$ cat config.mk
export PLATFORM = sky130hd
export DESIGN_NAME = rolling_mean_voltage_monitor
export DESIGN_NICKNAME = d
export VERILOG_FILES = /design/src/rtl/rmvm_pkg.sv /design/src/rtl/rmvm_div.sv /design/src/rtl/rolling_mean_voltage_monitor.sv
export SDC_FILE = /design/constraint.sdc
export NUM_CORES = 1
export LEC_CHECK = 0
export BUFFER_PORTS_ARGS = -buffer_cell sky130_fd_sc_hd__buf_2
export CORE_AREA = 2 2 237 239
export CTS_CLUSTER_SIZE = 30
export DETAILED_ROUTE_END_ITERATION = 8
export DIE_AREA = 0 0 239 241
export SLEW_MARGIN = 10
export SYNTH_ARGS = -nofsm -noshare
export SYNTH_HDL_FRONTEND = slang
export SYNTH_SLANG_ARGS = --single-unit
$ cat constraint.sdc
create_clock -name i_clk -period 3.7 [get_ports i_clk]
set_input_delay 0.74 -clock i_clk [delete_from_list [all_inputs] [get_ports i_clk]]
set_output_delay 0.74 -clock i_clk [all_outputs]
set_load 0.02 [all_outputs]
$ cat src/rtl/rmvm_pkg.sv
// Shared constants, state type and control struct for the rolling mean voltage monitor.
package rmvm_pkg;

    // Default window length and converter resolution
    localparam int unsigned WINDOW_DEF      = 8;
    localparam int unsigned SAMPLE_BITS_DEF = 12;

    // Full-scale register and voltage result widths
    localparam int unsigned FS_BITS   = 16;
    localparam int unsigned VOLT_BITS = 16;

    // 3.3 V * 133 / 33 = 13.3 V full scale after the divider
    localparam logic [FS_BITS-1:0] FS_RESET = 16'd13300;

    // Sequencer states
    typedef enum logic [2:0] {
        ST_IDLE,
        ST_UPD,
        ST_MUL,
        ST_DLOAD,
        ST_DIV,
        ST_OUT
    } t_state;

    // Divider control
    typedef struct packed {
        logic load;
        logic step;
    } t_div_ctl;

endpackage

$ cat src/rtl/rmvm_div.sv
// Bit-serial restoring divider: one quotient bit per step, dividend MSB first.
module rmvm_div #(
    parameter int unsigned DVD_W = 31,
    parameter int unsigned DVR_W = 16,
    parameter int unsigned Q_W   = 16
) (
    input  logic                 i_clk,
    input  rmvm_pkg::t_div_ctl   i_ctl,
    input  logic [DVD_W-1:0]     i_dividend,
    input  logic [DVR_W-1:0]     i_divisor,
    output logic [Q_W-1:0]       o_quotient
);

    logic [DVD_W-1:0] r_dvd;
    logic [DVR_W-1:0] r_dvr;
    logic [DVR_W-1:0] r_rem;
    logic [Q_W-1:0]   r_quo;

    logic [DVR_W:0]   trial;
    logic [DVR_W:0]   diff;
    logic             fits;

    // Trial subtract of the divisor from the partial remainder; no borrow means it fits
    always_comb begin
        trial = {r_rem, r_dvd[DVD_W-1]};
        diff  = trial - {1'b0, r_dvr};
        fits  = ~diff[DVR_W];
    end

    // Shift registers; quotient bits shifted out of the top are always zero
    always_ff @(posedge i_clk) begin
        if (i_ctl.load) begin
            r_dvd <= i_dividend;
            r_dvr <= i_divisor;
            r_rem <= '0;
            r_quo <= '0;
        end else if (i_ctl.step) begin
            r_dvd <= {r_dvd[DVD_W-2:0], 1'b0};
            r_rem <= fits ? diff[DVR_W-1:0] : trial[DVR_W-1:0];
            r_quo <= {r_quo[Q_W-2:0], fits};
        end
    end

    assign o_quotient = r_quo;

endmodule

$ cat src/rtl/rolling_mean_voltage_monitor.sv
// Top level: sample ring, running sum, serial multiplier and two serial dividers.
//
//  channel  | direction | handshake            | payload
//  ---------+-----------+----------------------+------------------------------------------
//  sample   | in        | i_valid / o_stall    | i_sample
//  result   | out       | o_valid / i_stall    | o_sample_count, o_mean_code, o_voltage_mv
//  config   | in        | i_cfg_valid/o_cfg_ready | i_cfg_data (full_scale_mv)
//
// Per sample: a shift-add multiply of FS_BITS steps (16 by default), then a restoring divide
// of SUM_W + FS_BITS steps (31 by default); o_stall is high until the result is registered.
// The voltage divider's one-bit-per-cycle loop runs with the mean divider alongside.
// A finished result waits in the output register while the next sample is taken in.
// Synchronous active-low reset clears sum, write slot and window flag; full scale to FS_RESET.
// The ring holds no reset; an old entry is used only once every one has been written.
module rolling_mean_voltage_monitor #(
    parameter int unsigned WINDOW      = rmvm_pkg::WINDOW_DEF,
    parameter int unsigned SAMPLE_BITS = rmvm_pkg::SAMPLE_BITS_DEF
) (
    input  logic                              i_clk,
    input  logic                              i_rst_n,
    // sample channel
    input  logic                              i_valid,
    output logic                              o_stall,
    input  logic [SAMPLE_BITS-1:0]            i_sample,
    // result channel
    output logic                              o_valid,
    input  logic                              i_stall,
    output logic [$clog2(WINDOW+1)-1:0]       o_sample_count,
    output logic [SAMPLE_BITS-1:0]            o_mean_code,
    output logic [rmvm_pkg::VOLT_BITS-1:0]    o_voltage_mv,
    // config channel
    input  logic                              i_cfg_valid,
    output logic                              o_cfg_ready,
    input  logic [rmvm_pkg::FS_BITS-1:0]      i_cfg_data
);

    localparam int unsigned SLOT_W = $clog2(WINDOW);
    localparam int unsigned CNT_W  = $clog2(WINDOW + 1);
    localparam int unsigned SUM_W  = SAMPLE_BITS + $clog2(WINDOW);
    localparam int unsigned PROD_W = SUM_W + rmvm_pkg::FS_BITS;
    localparam int unsigned DEN_W  = CNT_W + SAMPLE_BITS;
    localparam int unsigned STEP_W = $clog2(PROD_W);

    // Sequencer and control registers
    rmvm_pkg::t_state              r_state, n_state;
    logic [STEP_W-1:0]             r_step;
    logic [SLOT_W-1:0]             r_slot;
    logic                          r_full;
    logic [SUM_W-1:0]              r_sum;
    logic [rmvm_pkg::FS_BITS-1:0]  r_fs;
    logic                          r_out_valid;

    // Payload registers
    logic [SAMPLE_BITS-1:0]        r_smp;
    logic [SAMPLE_BITS-1:0]        r_old;
    logic [CNT_W-1:0]              r_count;
    logic [PROD_W-1:0]             r_mcand;
    logic [rmvm_pkg::FS_BITS-1:0]  r_mplier;
    logic [PROD_W-1:0]             r_prod;
    logic [CNT_W-1:0]              r_out_count;
    logic [SAMPLE_BITS-1:0]        r_out_mean;
    logic [rmvm_pkg::VOLT_BITS-1:0] r_out_volt;

    // Sample ring
    logic [SAMPLE_BITS-1:0]        ring [WINDOW];

    // Control decode
    logic                          in_xfer;
    logic                          out_xfer;
    logic                          upd;
    logic                          mul_step;
    logic                          out_wr;
    rmvm_pkg::t_div_ctl            div_ctl;

    // Datapath wires
    logic [SUM_W-1:0]              n_sum;
    logic                          slot_wrap;
    logic [DEN_W-1:0]              denom;
    logic [SAMPLE_BITS-1:0]        mean_q;
    logic [rmvm_pkg::VOLT_BITS-1:0] volt_q;

    assign in_xfer     = i_valid && !o_stall;
    assign out_xfer    = r_out_valid && !i_stall;
    assign o_cfg_ready = 1'b1;

    // Next state
    always_comb begin
        n_state = r_state;
        case (r_state)
            rmvm_pkg::ST_IDLE: begin
                if (i_valid) n_state = rmvm_pkg::ST_UPD;
            end
            rmvm_pkg::ST_UPD: begin
                n_state = rmvm_pkg::ST_MUL;
            end
            rmvm_pkg::ST_MUL: begin
                if (r_step == STEP_W'(rmvm_pkg::FS_BITS - 1)) n_state = rmvm_pkg::ST_DLOAD;
            end
            rmvm_pkg::ST_DLOAD: begin
                n_state = rmvm_pkg::ST_DIV;
            end
            rmvm_pkg::ST_DIV: begin
                if (r_step == STEP_W'(PROD_W - 1)) n_state = rmvm_pkg::ST_OUT;
            end
            rmvm_pkg::ST_OUT: begin
                if (!r_out_valid || !i_stall) n_state = rmvm_pkg::ST_IDLE;
            end
            default: begin
                n_state = rmvm_pkg::ST_IDLE;
            end
        endcase
    end

    // State outputs
    always_comb begin
        o_stall      = 1'b1;
        upd          = 1'b0;
        mul_step     = 1'b0;
        div_ctl.load = 1'b0;
        div_ctl.step = 1'b0;
        out_wr       = 1'b0;
        case (r_state)
            rmvm_pkg::ST_IDLE:  o_stall      = 1'b0;
            rmvm_pkg::ST_UPD:   upd          = 1'b1;
            rmvm_pkg::ST_MUL:   mul_step     = 1'b1;
            rmvm_pkg::ST_DLOAD: div_ctl.load = 1'b1;
            rmvm_pkg::ST_DIV:   div_ctl.step = 1'b1;
            rmvm_pkg::ST_OUT:   out_wr       = !r_out_valid || !i_stall;
            default:            o_stall      = 1'b1;
        endcase
    end

    // Running sum: drop the oldest sample once the window is full
    always_comb begin
        n_sum     = r_sum - (r_full ? SUM_W'(r_old) : '0) + SUM_W'(r_smp);
        slot_wrap = (r_slot == SLOT_W'(WINDOW - 1));
        denom     = {r_count, {SAMPLE_BITS{1'b0}}} - DEN_W'(r_count);
    end

    // Control registers
    always_ff @(posedge i_clk) begin
        if (!i_rst_n) begin
            r_state     <= rmvm_pkg::ST_IDLE;
            r_step      <= '0;
            r_slot      <= '0;
            r_full      <= 1'b0;
            r_sum       <= '0;
            r_fs        <= rmvm_pkg::FS_RESET;
            r_out_valid <= 1'b0;
        end else begin
            r_state <= n_state;
            if (i_cfg_valid) r_fs <= i_cfg_data;
            if (mul_step || div_ctl.step) begin
                r_step <= (n_state != r_state) ? '0 : r_step + 1'b1;
            end
            if (upd) begin
                r_sum  <= n_sum;
                r_slot <= slot_wrap ? '0 : r_slot + 1'b1;
                if (slot_wrap) r_full <= 1'b1;
            end
            if (out_wr) begin
                r_out_valid <= 1'b1;
            end else if (out_xfer) begin
                r_out_valid <= 1'b0;
            end
        end
    end

    // Ring: read the slot about to be overwritten, write it in the update cycle
    always_ff @(posedge i_clk) begin
        if (in_xfer) begin
            r_smp <= i_sample;
            r_old <= ring[r_slot];
        end
        if (upd) ring[r_slot] <= r_smp;
    end

    // Sample count and shift-add multiply of sum by full scale
    always_ff @(posedge i_clk) begin
        if (upd) begin
            r_count  <= (r_full || slot_wrap) ? CNT_W'(WINDOW) : CNT_W'(r_slot) + 1'b1;
            r_mcand  <= PROD_W'(n_sum);
            r_mplier <= r_fs;
            r_prod   <= '0;
        end else if (mul_step) begin
            if (r_mplier[0]) r_prod <= r_prod + r_mcand;
            r_mcand  <= {r_mcand[PROD_W-2:0], 1'b0};
            r_mplier <= {1'b0, r_mplier[rmvm_pkg::FS_BITS-1:1]};
        end
    end

    // Mean: sum / count, dividend widened so both dividers share one step count
    rmvm_div #(
        .DVD_W (PROD_W),
        .DVR_W (CNT_W),
        .Q_W   (SAMPLE_BITS)
    ) u_mean_div (
        .i_clk      (i_clk),
        .i_ctl      (div_ctl),
        .i_dividend (PROD_W'(r_sum)),
        .i_divisor  (r_count),
        .o_quotient (mean_q)
    );

    // Voltage: sum * full scale / (count * code max); never above full scale
    rmvm_div #(
        .DVD_W (PROD_W),
        .DVR_W (DEN_W),
        .Q_W   (rmvm_pkg::VOLT_BITS)
    ) u_volt_div (
        .i_clk      (i_clk),
        .i_ctl      (div_ctl),
        .i_dividend (r_prod),
        .i_divisor  (denom),
        .o_quotient (volt_q)
    );

    // Output register
    always_ff @(posedge i_clk) begin
        if (out_wr) begin
            r_out_count <= r_count;
            r_out_mean  <= mean_q;
            r_out_volt  <= volt_q;
        end
    end

    assign o_valid        = r_out_valid;
    assign o_sample_count = r_out_count;
    assign o_mean_code    = r_out_mean;
    assign o_voltage_mv   = r_out_volt;

endmodule
==> impl_metrics.env, run 1 <==
export IMPL_utilization_pct=38.6
export IMPL_ys_seq_area_share_pct=56.9
export IMPL_rows=86
export IMPL_r2r_start="r_smp[1]"
export IMPL_antenna_found_initial=0
export IMPL_syn_nets=1829
export IMPL_drt_pass1_iterations=7
export IMPL_gp_congestion=0.843
export IMPL_status="finished clean"
export IMPL_endpoint_kind="flip-flop"
export IMPL_drt_iter0_drc=704
export IMPL_die_area_um2=57600
export IMPL_yosysWarnings=0
export IMPL_slowest_delay_ns=0.57
export IMPL_post_cts_setup_buffer_count=0
export IMPL_drc=0
export IMPL_p_sw_mw=3.19
export IMPL_ys_flop_type="edfxtp_1"
export IMPL_ctsHoldBuffers=0
export IMPL_synth_async_reset_ratio_pct=0
export IMPL_preCtsSetupSlack_ns=0.343
export IMPL_final_antenna_net_count=0
export IMPL_grt_pass1_wl_um=65600
export IMPL_clockBufferDepth=3
export IMPL_area_delta_synth_final_pct=14.8
export IMPL_synthAdderAreaFrac_pct=6.57
export IMPL_grt_max_degree=70
export IMPL_cellPowerDensity_nw_per_um2=558
export IMPL_track_usage_pct=14.1
export IMPL_grt_overflow=0
export IMPL_p_seq_share_pct=44.8
export IMPL_multi_input_area_um2=7340
export IMPL_skew_ns=0.0305
export IMPL_ys_types=80
export IMPL_met2RoutedLength_um=19000
export IMPL_cp_slowest_cell="fa_1"
export IMPL_syn_cell_area_um2=18500
export IMPL_power_share_switching_pct=26.9
export IMPL_p_leak_nw=8.24
export IMPL_syn_avg_cell_area_um2=10.8
export IMPL_drive_above_1_share_pct=11.6
export IMPL_crit_type="flip-flop to flip-flop"
export IMPL_synth_xor_area_share_pct=2.23
export IMPL_final_max_slew_violation_count=0
export IMPL_combPwrFrac_pct=16.4
export IMPL_worst_pin_slew_ns=0.845
export IMPL_core_area_um2=54900
export IMPL_grt_pass1_vias=12500
export IMPL_min_path_type="primary input to flip-flop"
export IMPL_cp_cell_sequence="inv_1 > fa_1 > inv_1 > ha_1 > a21o_1 > a21oi_1 > o21ai_0 > a211oi_1 > o41ai_1 > xnor2_1 > nand2_1 > nand2_1"
export IMPL_critPathLaunchType="flip-flop"
export IMPL_cts_resized_gates=0
export IMPL_p_clk_share_pct=38.8
export IMPL_numPortBuffers=66
export IMPL_cts_sinks=402
export IMPL_die_w_um=239
export IMPL_syn_instance_count=1708
export IMPL_wl_um=40300
export IMPL_wl_met3_um=1840
export IMPL_fin_nets=1900
export IMPL_synth_compound_area_share_pct=13.9
export IMPL_dp_hpwl_um=26300
export IMPL_mostFrequentLayoutCell="nand2_1"
export IMPL_worst_ep_arrival_time_ns=3.73
export IMPL_ctsRootBufferMaster="clkbuf_16"
export IMPL_cts_max_level=2
export IMPL_synth_edff_count=247
export IMPL_fin_ws_ns=0.300
export IMPL_yosys_area_share_simple_pct=13.8
export IMPL_vdd_ir_drop_max_uv=395
export IMPL_grt_setup_unrepaired="no"
export IMPL_worstPathRequired_ns=4.03
export IMPL_io_pins=68
export IMPL_ys_seq_elements=402
export IMPL_cts_tree="built"
export IMPL_cts_made_buffers=43
export IMPL_netlist_area_leader_share_pct=40.1
export IMPL_start_util_pct=33.7
export IMPL_relSlewSlack_pct=43.6
export IMPL_nFillCells=5290
export IMPL_timing_final_crit_share_pct=91.9
export IMPL_crit_family="compound AO/OA/AOI/OAI gates"
export IMPL_synth_mux_area_fraction_pct=3.08
export IMPL_fmax_mhz=294
export IMPL_setup_violations=0
export IMPL_cp_buffers_inverters=2
export IMPL_finalHoldViolCount=0
export IMPL_maxCapViolations=0
export IMPL_n_antenna_cell=0
export IMPL_synth_top_family_by_area="compound AO/OA/AOI/OAI gates"
export IMPL_fin_tns_setup_ns=0
export IMPL_hold_start="i_sample[9]"
export IMPL_path_clk_slew_ns=0.06
export IMPL_synthTopCellsByArea="edfxtp_1 (40%), dfxtp_1 (17%), nand2_1 (7.2%)"
export IMPL_min_period_ns=3.40
export IMPL_cp_max_fo=9
export IMPL_dieHeight_um=241
export IMPL_clk_latency_ns=0.57
export IMPL_final_cell_mix="nand2_1 (354), edfxtp_1 (247), dfxtp_1 (155)"
export IMPL_viasPerCell=5.04
export IMPL_top_layer_used="met4"
export IMPL_internal_power_mw=8.66
export IMPL_yosysTopAreaCell="edfxtp_1"
export IMPL_wl_per_cell_um=16.0
export IMPL_vias=12700
export IMPL_ff_latch_area_um2=10500
export IMPL_startpoint="r_smp[1]"
export IMPL_drt_met1_wl_um=18400
[through the flow]
step / hold slack (ns) / instances / power (mW) / instance area [um^2]
floorplan: 0.409 / 1708 / 6.84 / 18500
global placement: 0.425 / 2438 / 7.27 / 19700
detailed placement: 0.428 / 2438 / 7.33 / 19700
CTS: 0.301 / 2517 / 12.0 / 21200
global route: 0.310 / 2517 / 12.4 / 21200
finish: 0.338 / 2517 / 11.8 / 21200
[synthesized netlist by cell type, types with 24 or more instances]
cell type / number
nand2_1: 354
edfxtp_1: 247
nand3_1: 28
nor2_1: 63
nor3_1: 24
and2_1: 25
a21oi_1: 96
a21o_1: 29
clkbuf_1: 64
o21ai_0: 61
inv_1: 94
dfxtp_1: 155
mux2i_1: 31
xnor2_1: 33
a22o_1: 44
ha_1: 73
[registers in the layout, indices dropped and copies added (netlist names), 15 cells and up]
| name | count |
|---|---|
| o_voltage_mv | 16 |
| r_mcand | 31 |
| r_fs | 16 |
| ring | 96 |
| u_volt_div.r_rem | 16 |
| u_volt_div.o_quotient | 16 |
| r_sum | 15 |
| r_prod | 31 |
| r_mplier | 16 |
| u_mean_div.r_dvd | 31 |
| u_volt_div.r_dvd | 31 |
[area by class of cell]
type / instances / area share (%)
inverter: 97 / 1.72
sequential: 402 / 49.6
clock buffer: 55 / 5.38
timing repair buffer: 100 / 2.82
multi-input combinational: 1135 / 34.6
clock inverter: 24 / 1.73
tap: 704 / 4.15
[layer usage]
| layer | up-vias | global-route usage, % |
|---|---|---|
| li1 | 6244 | - |
| met1 | 6120 | 18.1 |
| met2 | 252 | 23.8 |
| met3 | 76 | 2.83 |
| met4 | 0 | 4.66 |
| met5 | - | 0 |
[logic make-up (layout without fill, tap and decap cells)]
group / Yosys count / count (layout)
simple gates: 577 / 577
flops: 402 / 402
compound gates: 374 / 374
buf+inv: 171 / 276
fa+ha+maj: 88 / 88
mux: 48 / 48
xor+xnor: 47 / 47
other cells: 1 / 1
[power groups by stage]
stage	Sequential, mW	Clock [mW]	Combinational [mW]
6_report	5.30	4.59	1.94
5_1_grt	5.33	4.88	2.21
4_1_cts	5.30	4.71	1.95
3_5_place_dp	5.40	0	1.94
3_3_place_gp	5.38	0	1.88
2_1_floorplan	5.32	0	1.52
[final timing paths]
path	endpoint	slack [ns]	cells past startpoint
worst min-delay path	r_smp[9]	0.34	1
worst max-delay path	r_mcand[13]	0.30	12
worst max register to register	r_mcand[13]	0.30	12
worst min register to register	o_voltage_mv[15]	0.44	0
(Power assumes the default switching activity.)
==> run 2: changes to the inputs <==
- CORE_AREA: 2 2 237 239 -> 2 2 333 170
- DIE_AREA: 0 0 239 241 -> 0 0 335 172
==> impl_metrics.env, run 2 (synthesized netlist as in run 1, its figures left out) <==
export IMPL_cts_made_buffers=38
export IMPL_met2RoutedLength_um=16400
export IMPL_start_util_pct=33.7
export IMPL_reg2reg_slack_ns=0.22
export IMPL_preCtsSetupSlack_ns=0.317
export IMPL_viasPerCell=5.08
export IMPL_status="finished clean"
export IMPL_hold_slack_ns=0.352
export IMPL_rows=61
export IMPL_grt_pass1_wl_um=69400
export IMPL_slowest_delay_ns=0.52
export IMPL_power_share_switching_pct=27.5
export IMPL_worst_ep_arrival_time_ns=3.90
export IMPL_drt_iter0_drc=1228
export IMPL_holdPathStages=1
export IMPL_internal_power_mw=8.34
export IMPL_nFillCells=5282
export IMPL_die_area_um2=57600
export IMPL_critPathLaunchType="flip-flop"
export IMPL_dieHeight_um=172
export IMPL_wl_per_cell_um=17.3
export IMPL_cts_tree="built"
export IMPL_antenna_found_initial=0
export IMPL_fin_nets=1900
export IMPL_fin_tns_setup_ns=0
export IMPL_drt_met1_wl_um=23800
export IMPL_final_antenna_net_count=0
export IMPL_cp_slowest_cell="fa_1"
export IMPL_wl_um=43800
export IMPL_maxCapViolations=0
export IMPL_cp_max_fo=9
export IMPL_crit_family="adder cells"
export IMPL_mostFrequentLayoutCell="nand2_1"
export IMPL_wl_met3_um=2970
export IMPL_cellPowerDensity_nw_per_um2=544
export IMPL_grt_setup_unrepaired="no"
export IMPL_clockBufferDepth=3
export IMPL_ctsHoldBuffers=0
export IMPL_drt_pass1_iterations=5
export IMPL_min_period_ns=3.48
export IMPL_vias=12900
export IMPL_core_area_um2=54800
export IMPL_endpoint_kind="flip-flop"
export IMPL_cp_buffers_inverters=1
export IMPL_clk_latency_ns=0.56
export IMPL_vdd_ir_drop_max_uv=357
export IMPL_die_w_um=335
export IMPL_finalHoldViolCount=0
export IMPL_n_antenna_cell=0
export IMPL_worstPathRequired_ns=4.12
export IMPL_p_clk_share_pct=36.3
export IMPL_fin_ws_ns=0.222
export IMPL_grt_overflow=0
export IMPL_timing_final_crit_share_pct=94.0
export IMPL_fmax_mhz=288
export IMPL_p_sw_mw=3.16
export IMPL_path_depth=11
export IMPL_gp_congestion=0.912
export IMPL_numPortBuffers=66
export IMPL_drc=0
export IMPL_grt_pass1_vias=12200
export IMPL_final_max_slew_violation_count=0
export IMPL_combPwrFrac_pct=17.5
export IMPL_cp_cell_sequence="inv_1 > fa_1 > fa_1 > nor2b_1 > o21a_1 > o21ai_1 > a211oi_2 > nor3_1 > or4_1 > a31oi_1 > a21o_1"
export IMPL_worst_pin_slew_ns=1.06
export IMPL_grt_max_degree=65
export IMPL_r2r_end="r_mcand[14]"
export IMPL_top_layer_used="met4"
export IMPL_largest_register_ffs=96
export IMPL_setup_violations=0
export IMPL_relSlewSlack_pct=29.0
export IMPL_io_pins=68
export IMPL_ctsRootBufferMaster="clkbuf_16"
export IMPL_ff2ff_path_depth=11
export IMPL_dp_hpwl_um=29800
export IMPL_startpoint="r_smp[1]"
export IMPL_cts_max_level=2
export IMPL_largest_register="ring"
export IMPL_area_delta_synth_final_pct=14.4
export IMPL_cp_common_cell="fa_1"
export IMPL_place_area_um2=19800
export IMPL_final_cell_mix="nand2_1 (354), edfxtp_1 (247), dfxtp_1 (155)"
export IMPL_min_path_type="primary input to flip-flop"
export IMPL_skew_ns=0.0304
export IMPL_r2r_start="r_smp[1]"
export IMPL_track_usage_pct=15.2
export IMPL_hold_start="i_sample[7]"
export IMPL_hold_path_end="r_smp[7]"
export IMPL_power_mw=11.5
export IMPL_crit_type="flip-flop to flip-flop"
export IMPL_cts_sinks=402
export IMPL_p_leak_nw=8.20
export IMPL_design_area_um2=21100
export IMPL_path_clk_slew_ns=0.06
export IMPL_drive_above_1_share_pct=11.9
export IMPL_p_seq_share_pct=46.2
==> run 2: changes by cell type in the layout (fill, tap and decap cells not counted), sizes merged <==
cell      before  now
buf          100  105
inv          100   95
clkbuf        55   51
bufinv         8    5
clkinvlp       1    3
clkinv        12   13
==> run 2: power groups by stage <==
stage	combinational (mW)	sequential, mW	clock (mW)
3_3_place_gp	1.94	5.39	0
3_5_place_dp	1.98	5.40	0
5_1_grt	2.27	5.35	4.44
6_report	2.02	5.31	4.17
2_1_floorplan	1.52	5.32	0
4_1_cts	2.00	5.31	4.29
==> run 2: per-stage QoR <==
stage	cells	util, %
after floorplan	1708	-
after global placement	2463	36.1
after detailed placement	2463	36.1
after CTS	2533	38.6
after global routing	2533	38.6
final	2533	38.6
==> run 2: worst max-delay path by stage <==
| stage | to | slack, ns |
|---|---|---|
| floorplan | r_mcand[12] | 0.69 |
| global placement | r_mcand[14] | 0.37 |
| detailed placement | r_mcand[14] | 0.32 |
| CTS | r_mcand[14] | 0.26 |
| global route | r_mcand[14] | 0.06 |
| finish | r_mcand[14] | 0.22 |
==> run 2: metal layers <==
layer | vias up | global-route usage, %
met2 | 363 | 20.3
met3 | 54 | 3.17
met1 | 6201 | 24.6
met4 | 0 | 2.96
met5 | - | 0
li1 | 6253 | -
==> run 2: final cells by class <==
| type | count | area (um^2) | area share [%] |
|---|---|---|---|
| Sequential cell | 402 | 10500 | 49.8 |
| Clock inverter | 19 | 248 | 1.17 |
| Clock buffer | 51 | 1090 | 5.17 |
| Tap cell | 724 | 906 | 4.28 |
| Inverter | 97 | 364 | 1.72 |
| Timing Repair Buffer | 105 | 648 | 3.07 |
| Multi-Input combinational cell | 1135 | 7360 | 34.8 |
==> run 2: timing repair <==
item | in CTS | in global routing
setup buffers | 0 | 0
endpoints found under the hold margin | 0 | 0
gates resized for setup | 0 | 1
setup endpoints to repair | 0 | 2
==> run 3: changes to the inputs <==
- CELL_PAD_IN_SITES_DETAIL_PLACEMENT: default -> 1
- CELL_PAD_IN_SITES_GLOBAL_PLACEMENT: default -> 1
- PLACE_DENSITY_LB_ADDON: default -> 0.1
==> impl_metrics.env, run 3 (synthesized netlist as in run 1, its figures left out) <==
export IMPL_final_antenna_net_count=0
export IMPL_finalHoldViolCount=0
export IMPL_viasPerCell=5.12
export IMPL_wl_um=51300
export IMPL_clk_latency_ns=0.57
export IMPL_vias=13000
export IMPL_worstPathRequired_ns=3.98
export IMPL_io_pins=68
export IMPL_n_antenna_cell=0
export IMPL_die_w_um=335
export IMPL_drt_iter0_drc=827
export IMPL_cts_sinks=402
export IMPL_drt_pass1_iterations=7
export IMPL_multi_input_area_um2=7380
export IMPL_start_util_pct=33.7
export IMPL_ctsRootBufferMaster="clkbuf_16"
export IMPL_vdd_ir_drop_max_uv=264
export IMPL_place_area_um2=19800
export IMPL_grt_pass1_vias=13100
export IMPL_status="finished clean"
export IMPL_maxCapViolations=0
export IMPL_cts_resized_gates=0
export IMPL_dp_hpwl_um=36000
export IMPL_startpoint="r_smp[2]"
export IMPL_grt_max_degree=64
export IMPL_track_usage_pct=18.1
export IMPL_dieHeight_um=172
export IMPL_p_leak_nw=8.21
export IMPL_grt_overflow=0
export IMPL_min_period_ns=3.33
export IMPL_grt_pass1_wl_um=80500
export IMPL_rows=61
export IMPL_cp_max_fo=9
export IMPL_worst_pin_slew_ns=1.09
export IMPL_gp_congestion=0.816
export IMPL_mostFrequentLayoutCell="nand2_1"
export IMPL_ctsHoldBuffers=0
export IMPL_skew_ns=0.0159
export IMPL_setup_violations=0
export IMPL_path_clk_slew_ns=0.06
export IMPL_final_cell_mix="nand2_1 (354), edfxtp_1 (247), dfxtp_1 (155)"
export IMPL_fmax_mhz=300
export IMPL_hold_start="i_sample[4]"
export IMPL_post_cts_setup_buffer_count=0
export IMPL_antenna_found_initial=0
export IMPL_drive_above_1_share_pct=12.0
export IMPL_design_area_um2=21200
export IMPL_worst_ep_arrival_time_ns=3.62
export IMPL_largest_register_ffs=96
export IMPL_relSlewSlack_pct=27.3
export IMPL_crit_type="flip-flop to flip-flop"
export IMPL_clockBufferDepth=3
export IMPL_critPathLaunchType="flip-flop"
export IMPL_final_max_slew_violation_count=0
export IMPL_fin_nets=1900
export IMPL_largest_register="ring"
export IMPL_timing_final_crit_share_pct=90.1
export IMPL_cellPowerDensity_nw_per_um2=555
export IMPL_endpoint_kind="flip-flop"
export IMPL_cts_made_buffers=41
export IMPL_numPortBuffers=66
export IMPL_drc=0
export IMPL_fin_tns_setup_ns=0
export IMPL_r2r_start="r_smp[2]"
export IMPL_grt_setup_unrepaired="no"
export IMPL_cts_max_level=2
export IMPL_core_area_um2=54800
export IMPL_wl_per_cell_um=20.2
export IMPL_ff_latch_area_um2=10500
export IMPL_min_path_type="primary input to flip-flop"
export IMPL_die_area_um2=57600
export IMPL_cts_tree="built"
export IMPL_area_delta_synth_final_pct=14.5
export IMPL_nFillCells=6032
-- run 3: changes by cell type in the layout (fill, tap and decap cells not counted), moves of 3 or more --
| cell | change |
|---|---|
| clkbuf_8 | -4 |
| clkinv_4 | +4 |
| clkinv_1 | +3 |
| clkbuf_16 | +3 |
| clkinvlp_4 | -3 |
-- run 3: worst max-delay path, stage by stage, from the launching register on --
cell	delay [ns]
edfxtp_1	0.48
inv_1	0.10
fa_1	0.51
inv_1	0.04
ha_1	0.32
nor2b_1	0.15
o21a_1	0.19
o21ai_2	0.25
a211oi_2	0.15
or3_1	0.36
a21oi_1	0.19
xor2_1	0.22
o21ai_0	0.10
-- run 3: layout make-up --
cell class	count	share of cell area (%)
Clock buffer	49	5.24
Clock inverter	26	1.23
Inverter	97	1.72
Multi-Input combinational cell	1135	34.9
Sequential cell	402	49.7
Tap cell	724	4.28
Timing Repair Buffer	102	2.90
-- run 3: power breakdown --
| group | switching, mW | internal (mW) |
|---|---|---|
| sequential | 0.245 | 5.09 |
| clock | 1.87 | 2.44 |
| combinational | 1.29 | 0.802 |
-- run 3: path summary, 6_finish.rpt --
kind                                    endpoint  cells after the start  slack (ns)
worst min-delay path                    r_smp[4]                      1        0.35
worst min register to register  o_voltage_mv[15]                      0        0.43
worst max register to register       r_mcand[12]                     12        0.37
worst max-delay path                 r_mcand[12]                     12        0.37
-- run 3: metrics by stage --
stage | util (%) | total power, mW | hold slack, ns | setup slack (ns) | instances
floorplan | - | 6.84 | 0.409 | 0.688 | 1708
global placement | 36.1 | 7.46 | 0.423 | 0.332 | 2460
detailed placement | 36.1 | 7.50 | 0.427 | 0.262 | 2460
CTS | 38.6 | 11.9 | 0.317 | 0.241 | 2535
global route | 38.6 | 12.4 | 0.322 | 0.0570 | 2535
finish | 38.6 | 11.7 | 0.348 | 0.367 | 2535
-- run 3: routing by layer --
metal / up-vias / share of wire [%] / track usage, % / wire [um]
li1: 6263 / - / - / -
met1: 6446 / 58 / 31.0 / 29900
met4: 0 / 1.2 / 3.04 / 597
met5: - / 0 / 0 / 0
met2: 231 / 36 / 22.9 / 18500
met3: 47 / 4.5 / 2.77 / 2310
